--- src/design/slrw_pkg.sv ---
// ----------------------------------------------------------------------------
// slrw_pkg
// Shared widths, register indexes and reset values for the LCD register writer.
// ----------------------------------------------------------------------------
`default_nettype none

package slrw_pkg;

	// Widths of the fixed fields.
	localparam int unsigned FIELD_W   = 16;
	localparam int unsigned HALF_W    = 16;
	localparam int unsigned DEV_ID_W  = 6;
	localparam int unsigned GAP_W     = 8;
	localparam int unsigned WAIT_W    = HALF_W + GAP_W;
	localparam int unsigned CFG_IDX_W = 2;
	localparam int unsigned CFG_DAT_W = 16;

	typedef logic [CFG_IDX_W-1:0] cfg_idx_t;

	// Configuration register indexes.
	localparam cfg_idx_t CFG_HALF_PERIOD = 2'd0;
	localparam cfg_idx_t CFG_DEVICE_ID   = 2'd1;
	localparam cfg_idx_t CFG_GAP_FACTOR  = 2'd2;

	// Register reset values.
	localparam logic [HALF_W-1:0]   HALF_RESET = 16'd25;
	localparam logic [DEV_ID_W-1:0] ID_RESET   = 6'h1d;
	localparam logic [GAP_W-1:0]    GAP_RESET  = 8'd10;

	// Input item modes.
	localparam logic MODE_TICK  = 1'b0;
	localparam logic MODE_START = 1'b1;

endpackage

`default_nettype wire

--- src/design/spi_lcd_register_writer_top.sv ---
// ----------------------------------------------------------------------------
// spi_lcd_register_writer_top
// Tick-driven three-wire serial writer for LCD panel control registers.
// ----------------------------------------------------------------------------
//
//  Channel | Direction | Handshake            | Content
//  --------+-----------+----------------------+-----------------------------------
//  in      | input     | in_valid / in_stall  | mode, reg_index, reg_value
//  out     | output    | out_valid / out_stall| pin levels, busy, done, rejected
//  cfg     | input     | cfg_valid / cfg_ready| cfg_index, cfg_data
//
// Every input item produces exactly one result item. An item is taken into an
// input register, then the sequencer step is applied and the result lands in
// the output register; one item is accepted every cycle while the input stage
// does not stall. The input stage only stalls when it is full and the
// output register holds an item that the consumer is stalling. The reset state
// is idle with the sequencer's three pin levels high and the configuration at
// its defaults. Configuration writes are always accepted and take effect at once.
// ----------------------------------------------------------------------------
`default_nettype none

module spi_lcd_register_writer_top #(
	parameter int unsigned WORD_BITS = 16,
	parameter int unsigned ID_BITS   = 6
) (
	input  wire logic                           clk,
	input  wire logic                           arst_n,
	// Input item channel.
	input  wire logic                           in_valid,
	output logic                                in_stall,
	input  wire logic                           mode,
	input  wire logic [slrw_pkg::FIELD_W-1:0]   reg_index,
	input  wire logic [slrw_pkg::FIELD_W-1:0]   reg_value,
	// Result item channel.
	output logic                                out_valid,
	input  wire logic                           out_stall,
	output logic                                chip_select,
	output logic                                serial_clock,
	output logic                                serial_data,
	output logic                                busy_res,
	output logic                                done_res,
	output logic                                rejected,
	// Configuration write channel.
	input  wire logic                           cfg_valid,
	output logic                                cfg_ready,
	input  wire slrw_pkg::cfg_idx_t             cfg_index,
	input  wire logic [slrw_pkg::CFG_DAT_W-1:0] cfg_data
);

	// Each frame is the device id, the RS bit, the RW bit and one word.
	localparam int unsigned FRAME_BITS = ID_BITS + 2 + WORD_BITS;
	localparam int unsigned POS_W      = $clog2(FRAME_BITS + 1);
	localparam int unsigned FIDX_W     = $clog2(FRAME_BITS);
	localparam int unsigned IDW_W      = ID_BITS + slrw_pkg::DEV_ID_W;

	// Sequencer phase codes.
	localparam int unsigned PH_W = 4;
	localparam logic [PH_W-1:0] PH_IDLE   = 4'd0;
	localparam logic [PH_W-1:0] PH_PRE    = 4'd1;
	localparam logic [PH_W-1:0] PH_CSLOW1 = 4'd2;
	localparam logic [PH_W-1:0] PH_F1_LO  = 4'd3;
	localparam logic [PH_W-1:0] PH_F1_HI  = 4'd4;
	localparam logic [PH_W-1:0] PH_TAIL1  = 4'd5;
	localparam logic [PH_W-1:0] PH_GAP    = 4'd6;
	localparam logic [PH_W-1:0] PH_CSLOW2 = 4'd7;
	localparam logic [PH_W-1:0] PH_F2_LO  = 4'd8;
	localparam logic [PH_W-1:0] PH_F2_HI  = 4'd9;
	localparam logic [PH_W-1:0] PH_END    = 4'd10;

	// Configuration registers.
	logic [slrw_pkg::HALF_W-1:0]   half_q;
	logic [slrw_pkg::DEV_ID_W-1:0] dev_id_q;
	logic [slrw_pkg::GAP_W-1:0]    gap_q;

	// Input stage.
	logic                          valid_s1;
	logic                          mode_s1;
	logic [slrw_pkg::FIELD_W-1:0]  index_s1;
	logic [slrw_pkg::FIELD_W-1:0]  value_s1;

	// Sequencer state.
	logic [PH_W-1:0]               phase_q,  phase_d;
	logic [POS_W-1:0]              bitpos_q, bitpos_d;
	logic [slrw_pkg::WAIT_W-1:0]   wait_q,   wait_d;
	logic [WORD_BITS-1:0]          index_q;
	logic [WORD_BITS-1:0]          value_q;
	logic                          cs_q,   cs_d;
	logic                          sclk_q, sclk_d;
	logic                          sdata_q, sdata_d;
	logic                          done_d;
	logic                          rej_d;
	logic                          load_start;

	// Output register.
	logic                          out_valid_q;
	logic                          cs_o_q, sclk_o_q, sdata_o_q, busy_o_q, done_o_q, rej_o_q;

	logic                          accept_in;
	logic                          advance;

	// Step arithmetic.
	logic [slrw_pkg::HALF_W-1:0]   half_eff;
	logic [slrw_pkg::GAP_W-1:0]    gap_eff;
	logic [slrw_pkg::WAIT_W-1:0]   half_wide;
	logic [slrw_pkg::WAIT_W-1:0]   gap_ticks;
	logic [slrw_pkg::WAIT_W-1:0]   wait_dec;
	logic [POS_W-1:0]              bitpos_inc;
	logic [POS_W-1:0]              sel_pos;
	logic [POS_W-1:0]              fidx_full;
	logic                          frame2;
	logic [IDW_W-1:0]              id_wide;
	logic [FRAME_BITS-1:0]         frame_vec;
	logic                          frame_bit;

	assign cfg_ready = 1'b1;

	assign advance   = valid_s1 && !(out_valid_q && out_stall);
	assign in_stall  = valid_s1 && !advance;
	assign accept_in = in_valid && !in_stall;

	// Configuration writes.
	always_ff @(posedge clk or negedge arst_n) begin
		if (!arst_n) begin
			half_q   <= slrw_pkg::HALF_RESET;
			dev_id_q <= slrw_pkg::ID_RESET;
			gap_q    <= slrw_pkg::GAP_RESET;
		end else if (cfg_valid && cfg_ready) begin
			unique case (cfg_index)
				slrw_pkg::CFG_HALF_PERIOD: half_q   <= cfg_data;
				slrw_pkg::CFG_DEVICE_ID:   dev_id_q <= cfg_data[slrw_pkg::DEV_ID_W-1:0];
				slrw_pkg::CFG_GAP_FACTOR:  gap_q    <= cfg_data[slrw_pkg::GAP_W-1:0];
				default: ;
			endcase
		end
	end

	// Input register.
	always_ff @(posedge clk or negedge arst_n) begin
		if (!arst_n) begin
			valid_s1 <= 1'b0;
		end else if (accept_in) begin
			valid_s1 <= 1'b1;
		end else if (advance) begin
			valid_s1 <= 1'b0;
		end
	end

	always_ff @(posedge clk) begin
		if (accept_in) begin
			mode_s1  <= mode;
			index_s1 <= reg_index;
			value_s1 <= reg_value;
		end
	end

	// Delays of zero behave as one.
	assign half_eff  = (half_q == '0) ? slrw_pkg::HALF_W'(1) : half_q;
	assign gap_eff   = (gap_q == '0) ? slrw_pkg::GAP_W'(1) : gap_q;
	assign half_wide = slrw_pkg::WAIT_W'(half_eff);
	assign gap_ticks = half_wide * slrw_pkg::WAIT_W'(gap_eff);
	assign wait_dec  = (wait_q != '0) ? wait_q - slrw_pkg::WAIT_W'(1) : wait_q;
	assign bitpos_inc = bitpos_q + POS_W'(1);

	// Bit selection for the next clock-low step. Entering a frame starts at
	// position zero; otherwise the position after the current one is sent.
	assign frame2    = (phase_q == PH_CSLOW2) || (phase_q == PH_F2_HI);
	assign sel_pos   = ((phase_q == PH_CSLOW1) || (phase_q == PH_CSLOW2)) ? '0 : bitpos_inc;
	assign id_wide   = IDW_W'(dev_id_q);
	assign frame_vec = {id_wide[ID_BITS-1:0], frame2, 1'b0, frame2 ? value_q : index_q};
	assign fidx_full = POS_W'(FRAME_BITS - 1) - sel_pos;
	assign frame_bit = frame_vec[fidx_full[FIDX_W-1:0]];

	// One sequencer step per item.
	always_comb begin
		phase_d    = phase_q;
		bitpos_d   = bitpos_q;
		wait_d     = wait_q;
		cs_d       = cs_q;
		sclk_d     = sclk_q;
		sdata_d    = sdata_q;
		done_d     = 1'b0;
		rej_d      = 1'b0;
		load_start = 1'b0;
		if (mode_s1 == slrw_pkg::MODE_START) begin
			if (phase_q != PH_IDLE) begin
				rej_d = 1'b1;
			end else begin
				load_start = 1'b1;
				cs_d       = 1'b1;
				sclk_d     = 1'b1;
				sdata_d    = 1'b1;
				bitpos_d   = '0;
				wait_d     = half_wide;
				phase_d    = PH_PRE;
			end
		end else if (phase_q != PH_IDLE) begin
			wait_d = wait_dec;
			if (wait_dec == '0) begin
				unique case (phase_q)
					PH_PRE, PH_GAP: begin
						cs_d    = 1'b0;
						wait_d  = half_wide;
						phase_d = (phase_q == PH_PRE) ? PH_CSLOW1 : PH_CSLOW2;
					end
					PH_CSLOW1, PH_CSLOW2: begin
						bitpos_d = '0;
						sclk_d   = 1'b0;
						sdata_d  = frame_bit;
						wait_d   = half_wide;
						phase_d  = (phase_q == PH_CSLOW1) ? PH_F1_LO : PH_F2_LO;
					end
					PH_F1_LO, PH_F2_LO: begin
						sclk_d  = 1'b1;
						wait_d  = half_wide;
						phase_d = phase_q + PH_W'(1);
					end
					PH_F1_HI, PH_F2_HI: begin
						bitpos_d = bitpos_inc;
						wait_d   = half_wide;
						if (bitpos_inc < POS_W'(FRAME_BITS)) begin
							sclk_d  = 1'b0;
							sdata_d = frame_bit;
							phase_d = phase_q - PH_W'(1);
						end else if (phase_q == PH_F1_HI) begin
							sdata_d = 1'b1;
							phase_d = PH_TAIL1;
						end else begin
							cs_d    = 1'b1;
							phase_d = PH_END;
						end
					end
					PH_TAIL1: begin
						cs_d    = 1'b1;
						wait_d  = gap_ticks;
						phase_d = PH_GAP;
					end
					default: begin
						phase_d  = PH_IDLE;
						bitpos_d = '0;
						wait_d   = '0;
						done_d   = 1'b1;
					end
				endcase
			end
		end
	end

	always_ff @(posedge clk or negedge arst_n) begin
		if (!arst_n) begin
			phase_q  <= PH_IDLE;
			bitpos_q <= '0;
			wait_q   <= '0;
			cs_q     <= 1'b1;
			sclk_q   <= 1'b1;
			sdata_q  <= 1'b1;
		end else if (advance) begin
			phase_q  <= phase_d;
			bitpos_q <= bitpos_d;
			wait_q   <= wait_d;
			cs_q     <= cs_d;
			sclk_q   <= sclk_d;
			sdata_q  <= sdata_d;
		end
	end

	// The words are only read while a write is in progress.
	always_ff @(posedge clk) begin
		if (advance && load_start) begin
			index_q <= WORD_BITS'(index_s1);
			value_q <= WORD_BITS'(value_s1);
		end
	end

	// Output register: holds its item while the consumer stalls.
	always_ff @(posedge clk or negedge arst_n) begin
		if (!arst_n) begin
			out_valid_q <= 1'b0;
		end else if (advance) begin
			out_valid_q <= 1'b1;
		end else if (!out_stall) begin
			out_valid_q <= 1'b0;
		end
	end

	always_ff @(posedge clk) begin
		if (advance) begin
			cs_o_q    <= cs_d;
			sclk_o_q  <= sclk_d;
			sdata_o_q <= sdata_d;
			busy_o_q  <= (phase_d != PH_IDLE);
			done_o_q  <= done_d;
			rej_o_q   <= rej_d;
		end
	end

	assign out_valid    = out_valid_q;
	assign chip_select  = cs_o_q;
	assign serial_clock = sclk_o_q;
	assign serial_data  = sdata_o_q;
	assign busy_res     = busy_o_q;
	assign done_res     = done_o_q;
	assign rejected     = rej_o_q;

endmodule

`default_nettype wire

--- config.mk ---
export PLATFORM = sky130hd
export DESIGN_NAME = spi_lcd_register_writer_top
export DESIGN_NICKNAME = d
export VERILOG_FILES = /design/src/design/slrw_pkg.sv /design/src/design/spi_lcd_register_writer_top.sv
export SDC_FILE = /design/constraint.sdc
export NUM_CORES = 1
export LEC_CHECK = 0
export BUFFER_PORTS_ARGS = -buffer_cell sky130_fd_sc_hd__buf_2
export CORE_MARGIN = 4
export CORE_UTILIZATION = 23
export CTS_CLUSTER_DIAMETER = 100
export CTS_CLUSTER_SIZE = 8
export DETAILED_ROUTE_END_ITERATION = 10
export HOLD_SLACK_MARGIN = 0.03
export SYNTH_ARGS = -nofsm -noshare
export SYNTH_HDL_FRONTEND = slang
export SYNTH_SLANG_ARGS = --single-unit
--- constraint.sdc ---
create_clock -name clk -period 7.6 [get_ports clk]
set_clock_uncertainty 0.2 [all_clocks]
set_input_delay 1.52 -clock clk [delete_from_list [all_inputs] [get_ports clk]]
set_output_delay 1.52 -clock clk [all_outputs]
set_load 0.01 [all_outputs]
**Yosys cells after proc, flatten, opt, wreduce, memory -nomap -nowiden**

Index checks and enable logic that the tools add are counted.

- Flip-flop bits (word level): 139
- Bits of input ports: 56
- Output and inout port bits: 9
- Word-level logic and storage cells: 133

- $add $sub $neg: 5
- Multipliers: 1
- Magnitude comparators: 2
- Equal/unequal tests: 14
- Multiplexer cells: 54
- Bitwise logic cells: 2
- Reductions and logical operators: 33

Operators by type and width:

| kind | number |
|---|---|
| 24-bit two-way mux | 5 |
| 24-bit case mux with 2 select lines | 1 |
| 16-bit two-way mux | 2 |
| 4-bit two-way mux | 7 |
| 1-bit two-way mux | 26 |
| 5-bit two-way mux | 5 |
| 24-bit logical NOT | 1 |
| 16-bit by 8-bit multiplier with 24-bit output | 1 |
| 24-bit nonzero test | 1 |
| 24-bit by 1-bit subtractor with 24-bit output, second input constant | 1 |
| 4-bit case mux with 5 select lines | 1 |
| 4-bit by 3-bit equality test with 1-bit output, second input constant | 4 |
| 16-bit logical NOT | 1 |
| 5-bit case mux with 2 select lines | 1 |
| 9-bit OR reduction | 1 |
| 4-bit by 2-bit equality test with 1-bit output, second input constant | 2 |
| 4-bit equality test, second input constant | 2 |
| 8-bit logical NOT | 1 |
| 8-bit two-way mux | 1 |
| 4-bit nonzero test | 2 |
| 2-bit OR reduction | 4 |
| 8-bit OR reduction | 1 |
| 5-bit by 6-bit less-than comparator with 1-bit output, second input constant | 1 |
| 1-bit case mux with 3 select lines | 2 |
| 24 further kinds | 37 |

**Logic depth before layout (Yosys ltp)**

Gate-level depths: netlist (run 1).

- Depth in word-level cells: 11
- Mapped depth: 20
- Mapped depth without buffers: 20

**Worst setup path after synthesis (run 1)**

Ideal clock, no wire load.

- Path kind: reg2reg
- Start: register half_q[1] in the netlist's numbering
- End: register wait_q[23] in the netlist's numbering
- Setup time: 0.126 ns
- Arrival time: 5.703 ns
- Data required time: 7.274 ns
- Path slack: 1.571 ns
- Cell stages (with the launch flop): 20
- Buffers on the path: 0
- Clock period less this slack: 6.029 ns
- Cell sequence: dfrtp_1 -> nor4_1 -> a41oi_1 -> nand2b_1 -> fa_1 -> fa_1 -> inv_1 -> fa_1 -> inv_1 -> fa_1 -> inv_1 -> ha_1 -> o21a_1 -> a2111o_1 -> a2111oi_0 -> o31ai_1 -> a2111o_1 -> a21oi_1 -> xnor2_1 -> a221o_1

- Word-level cells in the longest chain between the ends: 7

RTL lines:

| element | line | RTL |
|---|---|---|
| from (decl) | spi_lcd_register_writer_top.sv:71 | `logic [slrw_pkg::HALF_W-1:0] half_q;` |
| from (signal assigned) | spi_lcd_register_writer_top.sv:124 | `half_q <= slrw_pkg::HALF_RESET;` |
| from (signal assigned) | spi_lcd_register_writer_top.sv:129 | `slrw_pkg::CFG_HALF_PERIOD: half_q <= cfg_data;` |
| 16-bit logical NOT | spi_lcd_register_writer_top.sv:157 | `assign half_eff = (half_q == '0) ? slrw_pkg::HALF_W'(1) : half_q;` |
| 16-bit two-way mux * | spi_lcd_register_writer_top.sv:157 |  |
| 16-bit by 8-bit multiplier with 24-bit output * | spi_lcd_register_writer_top.sv:160 | `assign gap_ticks = half_wide * slrw_pkg::WAIT_W'(gap_eff);` |
| 24-bit case mux with 2 select lines * | spi_lcd_register_writer_top.sv:199 | `unique case (phase_q)` |
| 24-bit two-way mux * | spi_lcd_register_writer_top.sv:198 | `if (wait_dec == '0) begin` |
| 24-bit two-way mux * | spi_lcd_register_writer_top.sv:196 | `end else if (phase_q != PH_IDLE) begin` |
| 24-bit two-way mux * | spi_lcd_register_writer_top.sv:184 | `if (mode_s1 == slrw_pkg::MODE_START) begin` |
| to (signal assigned) | spi_lcd_register_writer_top.sv:259 | `wait_q <= wait_d;` |
| to (decl) | spi_lcd_register_writer_top.sv:84 | `logic [slrw_pkg::WAIT_W-1:0] wait_q, wait_d;` |

Every way passes the cells marked *; elsewhere a longest branch is shown, timed or not. The select of a mux whose other input is x is not followed.
A chain may end at the register's enable or synchronous reset.

**Worst setup path after layout (run 1)**

- Start: register half_q[8] in the netlist's numbering
- End: register wait_q[23] in the netlist's numbering

Same word-level chain as after synthesis.

==> results of run 1 <==
==> metal layers <==
metal	global-route usage	wire, um	vias up
met5	0	0	-
met4	0.02800	513	0
met3	0.01666	1090	37
met2	0.1922	14540	223
met1	0.1542	13910	4315
li1	-	-	4083
==> final cells by class <==
| type | count | area (um^2) |
|---|---|---|
| multi-input cells | 824 | 6864 |
| flip-flops and latches | 139 | 3849 |
| clock inverters | 14 | 176.4 |
| well taps | 664 | 830.8 |
| repair buffers | 74 | 400.4 |
| fillers | 5139 | 35940 |
| inverters | 120 | 450.4 |
| clock buffers | 18 | 439.2 |
==> path summary, 6_finish.rpt <==
| kind | start | to | slack [ns] | depth (start not counted) |
|---|---|---|---|---|
| min in group asynchronous | arst_n | out_valid | 1.00 | 1 |
| max | half_q[8] | wait_q[23] | 0.66 | 20 |
| max reg2reg | half_q[8] | wait_q[23] | 0.66 | 20 |
| min | index_s1[3] | index_q[3] | 0.22 | 0 |
| min reg2reg | index_s1[3] | index_q[3] | 0.22 | 0 |
| max in group asynchronous | arst_n | gap_q[6] | 5.54 | 1 |
==> logic make-up after synthesis <==
family	share of synthesized area
buffers and inverters	0.06251
xor gates and xnor gates	0.01689
AOI/OAI and AO/OA	0.1375
other	0.0003287
DFF	0.3373
and+or+nand+nor	0.1851
muxes	0.05483
adders and majority gates	0.2055
==> stage by stage <==
| step | setup WS [ns] | util | cells |
|---|---|---|---|
| 2_1_floorplan | 1.571 | - | 1148 |
| 5_1_grt | 0.3130 | 0.2658 | 1853 |
| 4_1_cts | 0.6748 | 0.2658 | 1853 |
| 3_3_place_gp | 0.8139 | 0.2532 | 1821 |
| 6_report | 0.6631 | 0.2658 | 1853 |
| 3_5_place_dp | 0.6926 | 0.2532 | 1821 |
==> critical path, delay by kind of cell (launching register included) <==
kind,cells,cell delay [ns]
AND/OR/NAND/NOR,2,0.78
buffers and inverters,4,0.36
flip-flops,1,0.50
adder cells (fa/ha/maj),5,2.45
XOR/XNOR,1,0.11
AO/OA/AOI/OAI,8,2.43
==> state kept, by name (all words and copies together) (netlist names), 4 cells and up <==
| signal | flops |
|---|---|
| dev_id_q | 6 |
| index_s1 | 16 |
| half_q | 16 |
| value_q | 16 |
| bitpos_q | 5 |
| wait_q | 24 |
| index_q | 16 |
| value_s1 | 16 |
| phase_q | 4 |
| gap_q | 8 |
==> cells in the mapped netlist, types with 36 or more instances <==
library cell / count
fa_1: 84
clkbuf_1: 56
inv_1: 119
dfrtp_1: 56
ha_1: 53
nand2_1: 63
mux2_2: 36
a21oi_1: 42
o21ai_0: 48
edfxtp_1: 71
and2_1: 94
nor2_1: 63
==> where the power goes <==
group | total, mW | internal (mW) | leakage, nW | switching, mW
Clock | 0.880 | 0.508 | 0.305 | 0.371
Sequential | 1.02 | 0.875 | 1.47 | 0.140
Combinational | 3.93 | 1.69 | 3.69 | 2.24
==> impl_metrics.tcl, run 1 <==
set metrics [dict create \
    outcome "finished clean" \
    layout_common_cells "inv_1 (119), and2_1 (94), fa_1 (84), edfxtp_1 (71)" \
    first_global_vias 9108 \
    dp_hpwl_um 22670 \
    hold_class "reg -> reg" \
    viasPerCell 4.672 \
    nets 1369 \
    routed_wl_um 30060 \
    critPathRequiredTime_ns 7.71 \
    netlist_top_cells_area "edfxtp_1 (19%), fa_1 (15%), dfrtp_1 (12%)" \
    vias 8658 \
    fp.dieArea_um2 53230 \
    ctsHoldBuffers 0 \
    initial_core_util 0.2331 \
    clock-root-buffer "clkbuf_16" \
    finalHoldViolations 0 \
    wl_per_cell_um 16.22 \
    clk_path_buf_depth 2 \
    die_h_um 230.7 \
    fmax_ghz 0.1442 \
    syn_area_per_cell_um2 9.939 \
    synth_nets 1341 \
    finalSetupTns_ns 0 \
    worstSetupStartpointType "register" \
    antenna_found_initial 0 \
    grt_overflow 0 \
    ys_seq_elements 139 \
    synth_top_area_frac 0.1869 \
    critPathKind "reg -> reg" \
    cts.reportedPaths.clkPinSlew_ns 0.07 \
    port_buffers 63 \
    ys.flop_type "edfxtp_1" \
    cp.arrival_ns 7.04 \
    cp_max_fo 11 \
    io_pins 65 \
    cp_slowest_stage_delay_ns 0.54 \
    period_share 0.9128 \
    cp_cell_sequence "nor4_1, a41oi_1, nand2b_1, fa_1, fa_1, inv_1, fa_1, inv_1, fa_1, inv_1, ha_1, o21a_1, a2111o_1, a2111oi_0, buf_4, o31ai_1, a2111o_1, a21oi_1, xnor2_1, a221o_1" \
    cts_setup_buffers 0 \
    ant_nets 0 \
    vdd_ir_drop_max_mv 0.3324 \
    gr-usage-all-layers 0.1138 \
    p_leak_nw 5.464 \
    die_w_um 230.7 \
    maxCapViolations 0 \
    core.rowCount 81 \
    area_delta_synth_final_pct 14.03 \
    final-setup-viol-count 0 \
    cp_common_cell "fa_1" \
    diodes 0 \
    slew_violations 0 \
    netlist_instances 1148 \
    synth-async-reset-ratio 0.4892 \
    period_needed_ns 6.937 \
    cp_slowest_cell "fa_1" \
    drcViolationCount 0 \
    p_total_mw 5.822 \
    htree_levels 4 \
    worst_skew_pair.late_latency_ns 0.43 \
    drt_iter0_markers 657 \
    place_congestion 0.8574 \
    syn_area_um2 11410 \
    grt_pass1_wl_um 49310 \
    fin_area_um2 13010 \
    synth_top_area_cell "edfxtp_1" \
    grt_max_degree 69 \
    cts.sink_count 139 \
    synth_cell_types 87 \
    rsz0062_at_grt "no" \
    postPlaceCellArea_um2 12390 \
    synth-edff-count 71 \
    whs_ns 0.2172 \
    final_common_cell "inv_1" \
    dr.pass1.iters 6 \
    cts_tree "done" \
    ys_warn_count 0 \
    numCtsBuffers 17 \
    relSlewSlack 0.3460 \
    yosysSeqAreaShare 0.3373 \
    core_area_um2 48950 \
    worstMarginPinSlew_ns 0.9779 \
    cp-end-kind "register" \
    p_per_area_nw_per_um2 447.5 \
    drive_above_1_share 0.1472 \
    ctsResizeCount 0 \
]
No activity file was read; power rests on OpenSTA's default activity.
==> run 2: changes to the inputs <==
--- a/config.mk
+++ b/config.mk
@@ -7,7 +7,7 @@
 export LEC_CHECK = 0
 export BUFFER_PORTS_ARGS = -buffer_cell sky130_fd_sc_hd__buf_2
 export CORE_MARGIN = 4
-export CORE_UTILIZATION = 23
+export CORE_UTILIZATION = 40
 export CTS_CLUSTER_DIAMETER = 100
 export CTS_CLUSTER_SIZE = 8
 export DETAILED_ROUTE_END_ITERATION = 10
==> constraint.sdc (replaced) <==
create_clock -name clk -period 7.6 [get_ports clk]
set_clock_uncertainty 0.2 [all_clocks]
set_input_delay 1.14 -clock clk [delete_from_list [all_inputs] [get_ports clk]]
set_output_delay 1.14 -clock clk [all_outputs]
set_load 0.01 [all_outputs]
==> impl_metrics.tcl, run 2 (synthesized netlist as in run 1, its figures left out) <==
set metrics [dict create \
    fp.dieArea_um2 31290 \
    outcome "finished clean" \
    p_per_area_nw_per_um2 458.2 \
    cp-end-kind "register" \
    cp_max_fo 11 \
    place_congestion 0.8859 \
    final-setup-viol-count 0 \
    final_common_cell "inv_1" \
    drive_above_1_share 0.1500 \
    clk_path_buf_depth 2 \
    dp_hpwl_um 21490 \
    routed_wl_um 29130 \
    vdd_ir_drop_max_mv 0.3337 \
    diodes 0 \
    cts_tree "done" \
    largest_reg_flops 24 \
    nFillCells 2720 \
    max_flop_register "wait_q" \
    antenna_found_initial 1 \
    cell_internal_pwr_mw 2.992 \
    worstSetupStartpointType "register" \
    pwr-share-comb 0.682 \
    p_leak_nw 5.463 \
    ctsHoldBuffers 0 \
    first_global_vias 8952 \
    vias 8733 \
    cp_cell_sequence "nor4_1, a41oi_1, nand2b_1, fa_1, fa_1, inv_1, fa_1, inv_1, fa_1, inv_1, ha_1, o21a_1, a2111o_1, a2111oi_0, buf_4, o31ai_1, a2111o_1, a21oi_1, xnor2_1, a221o_1" \
    grt_pass1_wl_um 48260 \
    slew_violations 0 \
    period_needed_ns 6.871 \
    io_pins 65 \
    drcViolationCount 0 \
    core_area_um2 27930 \
    p_seq_frac 0.174 \
    grt_overflow 0 \
    hold_class "reg -> reg" \
    wl_per_cell_um 18.54 \
    cts.sink_count 139 \
    rsz0062_at_grt "no" \
    numCtsBuffers 17 \
    postPlaceCellArea_um2 12060 \
    cts_setup_buffers 0 \
    switchingPower_mw 2.798 \
    fmax_ghz 0.1455 \
    viasPerCell 5.559 \
    layout_common_cells "inv_1 (119), and2_1 (94), fa_1 (84), edfxtp_1 (71)" \
    relSlewSlack 0.3445 \
    area_delta_synth_final_pct 10.74 \
    clock-root-buffer "clkbuf_16" \
    drt_iter0_markers 667 \
    grt_max_degree 69 \
    pwr-share-clk 0.144 \
    cp_slowest_cell "fa_1" \
    p_total_mw 5.789 \
    cp_slowest_stage_delay_ns 0.55 \
    cp.arrival_ns 6.99 \
    ctsResizeCount 0 \
    cp_common_cell "fa_1" \
    finalSetupTns_ns 0 \
    maxCapViolations 0 \
    whs_ns 0.2184 \
    cts.reportedPaths.clkPinSlew_ns 0.07 \
    port_buffers 63 \
    crit_family "adder cells" \
    core.rowCount 61 \
    fin_area_um2 12630 \
    period_share 0.9041 \
    critPathRequiredTime_ns 7.72 \
    worstMarginPinSlew_ns 0.9833 \
    nets 1373 \
    critPathKind "reg -> reg" \
    gr-usage-all-layers 0.1942 \
    crit_buf_inv 4 \
    finalHoldViolations 0 \
    ant_nets 0 \
    die_w_um 176.9 \
    initial_core_util 0.4084 \
    htree_levels 4 \
    dr.pass1.iters 6 \
    switching_share 0.4832 \
    worst_skew_pair.late_latency_ns 0.43 \
    die_h_um 176.9 \
]
run 2: per-stage QoR:
| stage | std cells | worst slack, ns | util |
|---|---|---|---|
| 6_report | 1571 | 0.7291 | 0.4523 |
| 5_1_grt | 1571 | 0.3129 | 0.4523 |
| 4_1_cts | 1571 | 0.6811 | 0.4523 |
| 3_5_place_dp | 1539 | 0.7452 | 0.4318 |
| 3_3_place_gp | 1539 | 0.8609 | 0.4318 |
| 2_1_floorplan | 1148 | 1.571 | - |
run 2: area by class of cell:
type,instances,area [um^2],share of cell area
clock buffer,17,425.4,0.03367
clock inverter,15,147.6,0.01169
inverter,120,450.4,0.03565
sequential,139,3849,0.3046
tap,378,473.0,0.03743
multi-input combinational,824,6862,0.5431
timing repair buffer,78,427.9,0.03387
run 2: layer usage:
| metal | share of wire | GRT usage | routed length [um] |
|---|---|---|---|
| met4 | 0.027 | 0.06190 | 793 |
| met1 | 0.44 | 0.2650 | 12870 |
| met3 | 0.061 | 0.04059 | 1773 |
| met5 | 0.00045 | 0 | 13 |
| met2 | 0.47 | 0.3115 | 13680 |
run 2: final timing paths:
kind	start	to	slack (ns)	cells past startpoint
worst max-delay path	half_q[8]	wait_q[23]	0.73	20
worst min-delay path	index_s1[7]	index_q[7]	0.22	0
worst max register to register	half_q[8]	wait_q[23]	0.73	20
worst min register to register	index_s1[7]	index_q[7]	0.22	0
max in group asynchronous	arst_n	half_q[12]	5.85	2
min in group asynchronous	arst_n	gap_q[2]	0.75	2
run 2: power by group through the flow:
stage | combinational [mW] | sequential (mW) | clock [mW]
final | 3.95 | 1.01 | 0.834
after CTS | 3.97 | 1.01 | 0.856
after floorplan | 2.99 | 0.938 | 0
after global routing | 4.48 | 1.02 | 0.889
after global placement | 3.90 | 1.02 | 0
after detailed placement | 3.93 | 1.02 | 0
==> run 3: changes to the inputs <==
--- a/config.mk
+++ b/config.mk
@@ -7,9 +7,8 @@
 export LEC_CHECK = 0
 export BUFFER_PORTS_ARGS = -buffer_cell sky130_fd_sc_hd__buf_2
 export CORE_MARGIN = 4
-export CORE_UTILIZATION = 40
+export CORE_UTILIZATION = 25
 export CTS_CLUSTER_DIAMETER = 100
-export CTS_CLUSTER_SIZE = 8
 export DETAILED_ROUTE_END_ITERATION = 10
 export HOLD_SLACK_MARGIN = 0.03
 export SYNTH_ARGS = -nofsm -noshare
==> impl_metrics.tcl, run 3 (synthesized netlist as in run 1, its figures left out) <==
set metrics [dict create \
    path_depth 20 \
    diodes 0 \
    drive_above_1_share 0.1485 \
    dp_hpwl_um 21910 \
    worst_skew_pair.late_latency_ns 0.44 \
    grt_overflow 0 \
    whs_path_depth 0 \
    wl_per_cell_um 16.44 \
    viasPerCell 4.856 \
    dr.pass1.iters 7 \
    relSlewSlack 0.3510 \
    cp_slowest_cell "fa_1" \
    final_common_cell "inv_1" \
    vias 8702 \
    clock-root-buffer "clkbuf_16" \
    cp_max_fo 12 \
    nFillCells 4774 \
    finalHoldViolations 0 \
    die_w_um 221.6 \
    worstMarginPinSlew_ns 0.9736 \
    reg2reg_depth 20 \
    period_needed_ns 6.569 \
    cts_tree "done" \
    slew_violations 0 \
    gr-usage-all-layers 0.1195 \
    initial_core_util 0.2520 \
    io_pins 65 \
    grt_max_degree 69 \
    outcome "finished clean" \
    cp_slowest_stage_delay_ns 0.55 \
    hold_class "reg -> reg" \
    cp_common_cell "fa_1" \
    multi_input_area_um2 6864 \
    numCtsBuffers 17 \
    vdd_ir_drop_max_mv 0.5103 \
    ff_latch_area_um2 3849 \
    postPlaceCellArea_um2 12330 \
    die_h_um 221.6 \
    crit_family "adder cells" \
    drt_iter0_markers 577 \
    largest_reg_flops 24 \
    cts.sink_count 139 \
    routed_wl_um 29460 \
    antenna_found_initial 0 \
    critPathKind "reg -> reg" \
    first_global_vias 8889 \
    drcViolationCount 0 \
    ctsHoldBuffers 0 \
    cp-end-kind "register" \
    fp.dieArea_um2 49120 \
    cp.arrival_ns 6.69 \
    finalSetupTns_ns 0 \
    final-setup-viol-count 0 \
    p_per_area_nw_per_um2 451.8 \
    place_congestion 0.8702 \
    crit_buf_inv 4 \
    critPathRequiredTime_ns 7.72 \
    p_leak_nw 5.449 \
    ant_nets 0 \
    area_delta_synth_final_pct 13.22 \
    fmax_ghz 0.1522 \
    core_area_um2 45280 \
    cts_setup_buffers 0 \
    max_flop_register "wait_q" \
    core.rowCount 78 \
    clk_path_buf_depth 2 \
    grt_pass1_wl_um 48080 \
    cp_cell_sequence "nor4_1, a41oi_1, nand2b_1, fa_1, fa_1, inv_1, fa_1, inv_1, fa_1, inv_1, ha_1, o21a_1, a2111o_1, a2111oi_0, buf_4, o31ai_1, a2111o_1, a21oi_1, xnor2_1, a221o_1" \
    nets 1372 \
    layout_common_cells "inv_1 (119), and2_1 (94), fa_1 (84), edfxtp_1 (71)" \
    fin_area_um2 12920 \
    port_buffers 63 \
    p_total_mw 5.837 \
    htree_levels 4 \
    period_share 0.8643 \
    rsz0062_at_grt "no" \
    ctsResizeCount 0 \
    cts.reportedPaths.clkPinSlew_ns 0.07 \
    worstSetupStartpointType "register" \
    maxCapViolations 0 \
]
-- run 3: final timing paths --
check,start,endpoint,slack [ns]
hold / removal,index_s1[9],index_q[9],0.22
setup reg to reg,half_q[9],wait_q[23],1.03
min in group asynchronous,arst_n,out_valid,0.72
max in group asynchronous,arst_n,gap_q[2],5.82
setup / recovery,half_q[9],wait_q[23],1.03
hold reg to reg,index_s1[9],index_q[9],0.22
-- run 3: report_power, final --
part           internal (mW)  leakage, nW  total [mW]  switching [mW]
logic                   1.71         3.71        3.99            2.28
registers              0.874         1.47        1.02           0.141
clock network          0.464        0.277       0.836           0.372
-- run 3: final cells by class --
type | instances | share of cell area
Clock inverter | 14 | 0.01201
Sequential cell | 139 | 0.2979
Clock buffer | 18 | 0.03322
Timing Repair Buffer | 77 | 0.03254
Tap cell | 600 | 0.05811
Multi-Input combinational cell | 824 | 0.5313
Inverter | 120 | 0.03487
-- run 3: worst reg2reg max path, stage by stage, from the launching register on --
cell and delay (ns):
dfrtp_1 0.54, nor4_1 0.35, a41oi_1 0.19, nand2b_1 0.21, fa_1 0.54, fa_1 0.55, inv_1 0.06, fa_1 0.54
inv_1 0.06, fa_1 0.54, inv_1 0.05, ha_1 0.33, o21a_1 0.14, a2111o_1 0.44, a2111oi_0 0.44, buf_4 0.20
o31ai_1 0.12, a2111o_1 0.38, a21oi_1 0.18, xnor2_1 0.11, a221o_1 0.30
-- run 3: metrics by stage --
stage / hold WS [ns] / util / std cells / setup WS [ns]
after floorplan: 0.2003 / - / 1148 / 1.571
after global placement: 0.2063 / 0.2724 / 1760 / 1.155
after global routing: 0.2383 / 0.2853 / 1792 / 0.5819
after detailed placement: 0.2045 / 0.2724 / 1760 / 1.046
final: 0.2170 / 0.2853 / 1792 / 1.031
after CTS: 0.2189 / 0.2853 / 1792 / 0.9840
-- run 3: metal layers --
layer  wire length, um  up-vias  global-route usage
li1                  -     4094                   -
met1             13770     4310              0.1662
met2             13390      274              0.1883
met3              1998       24             0.03138
met4               301        0             0.02581
met5                 0        -                   0
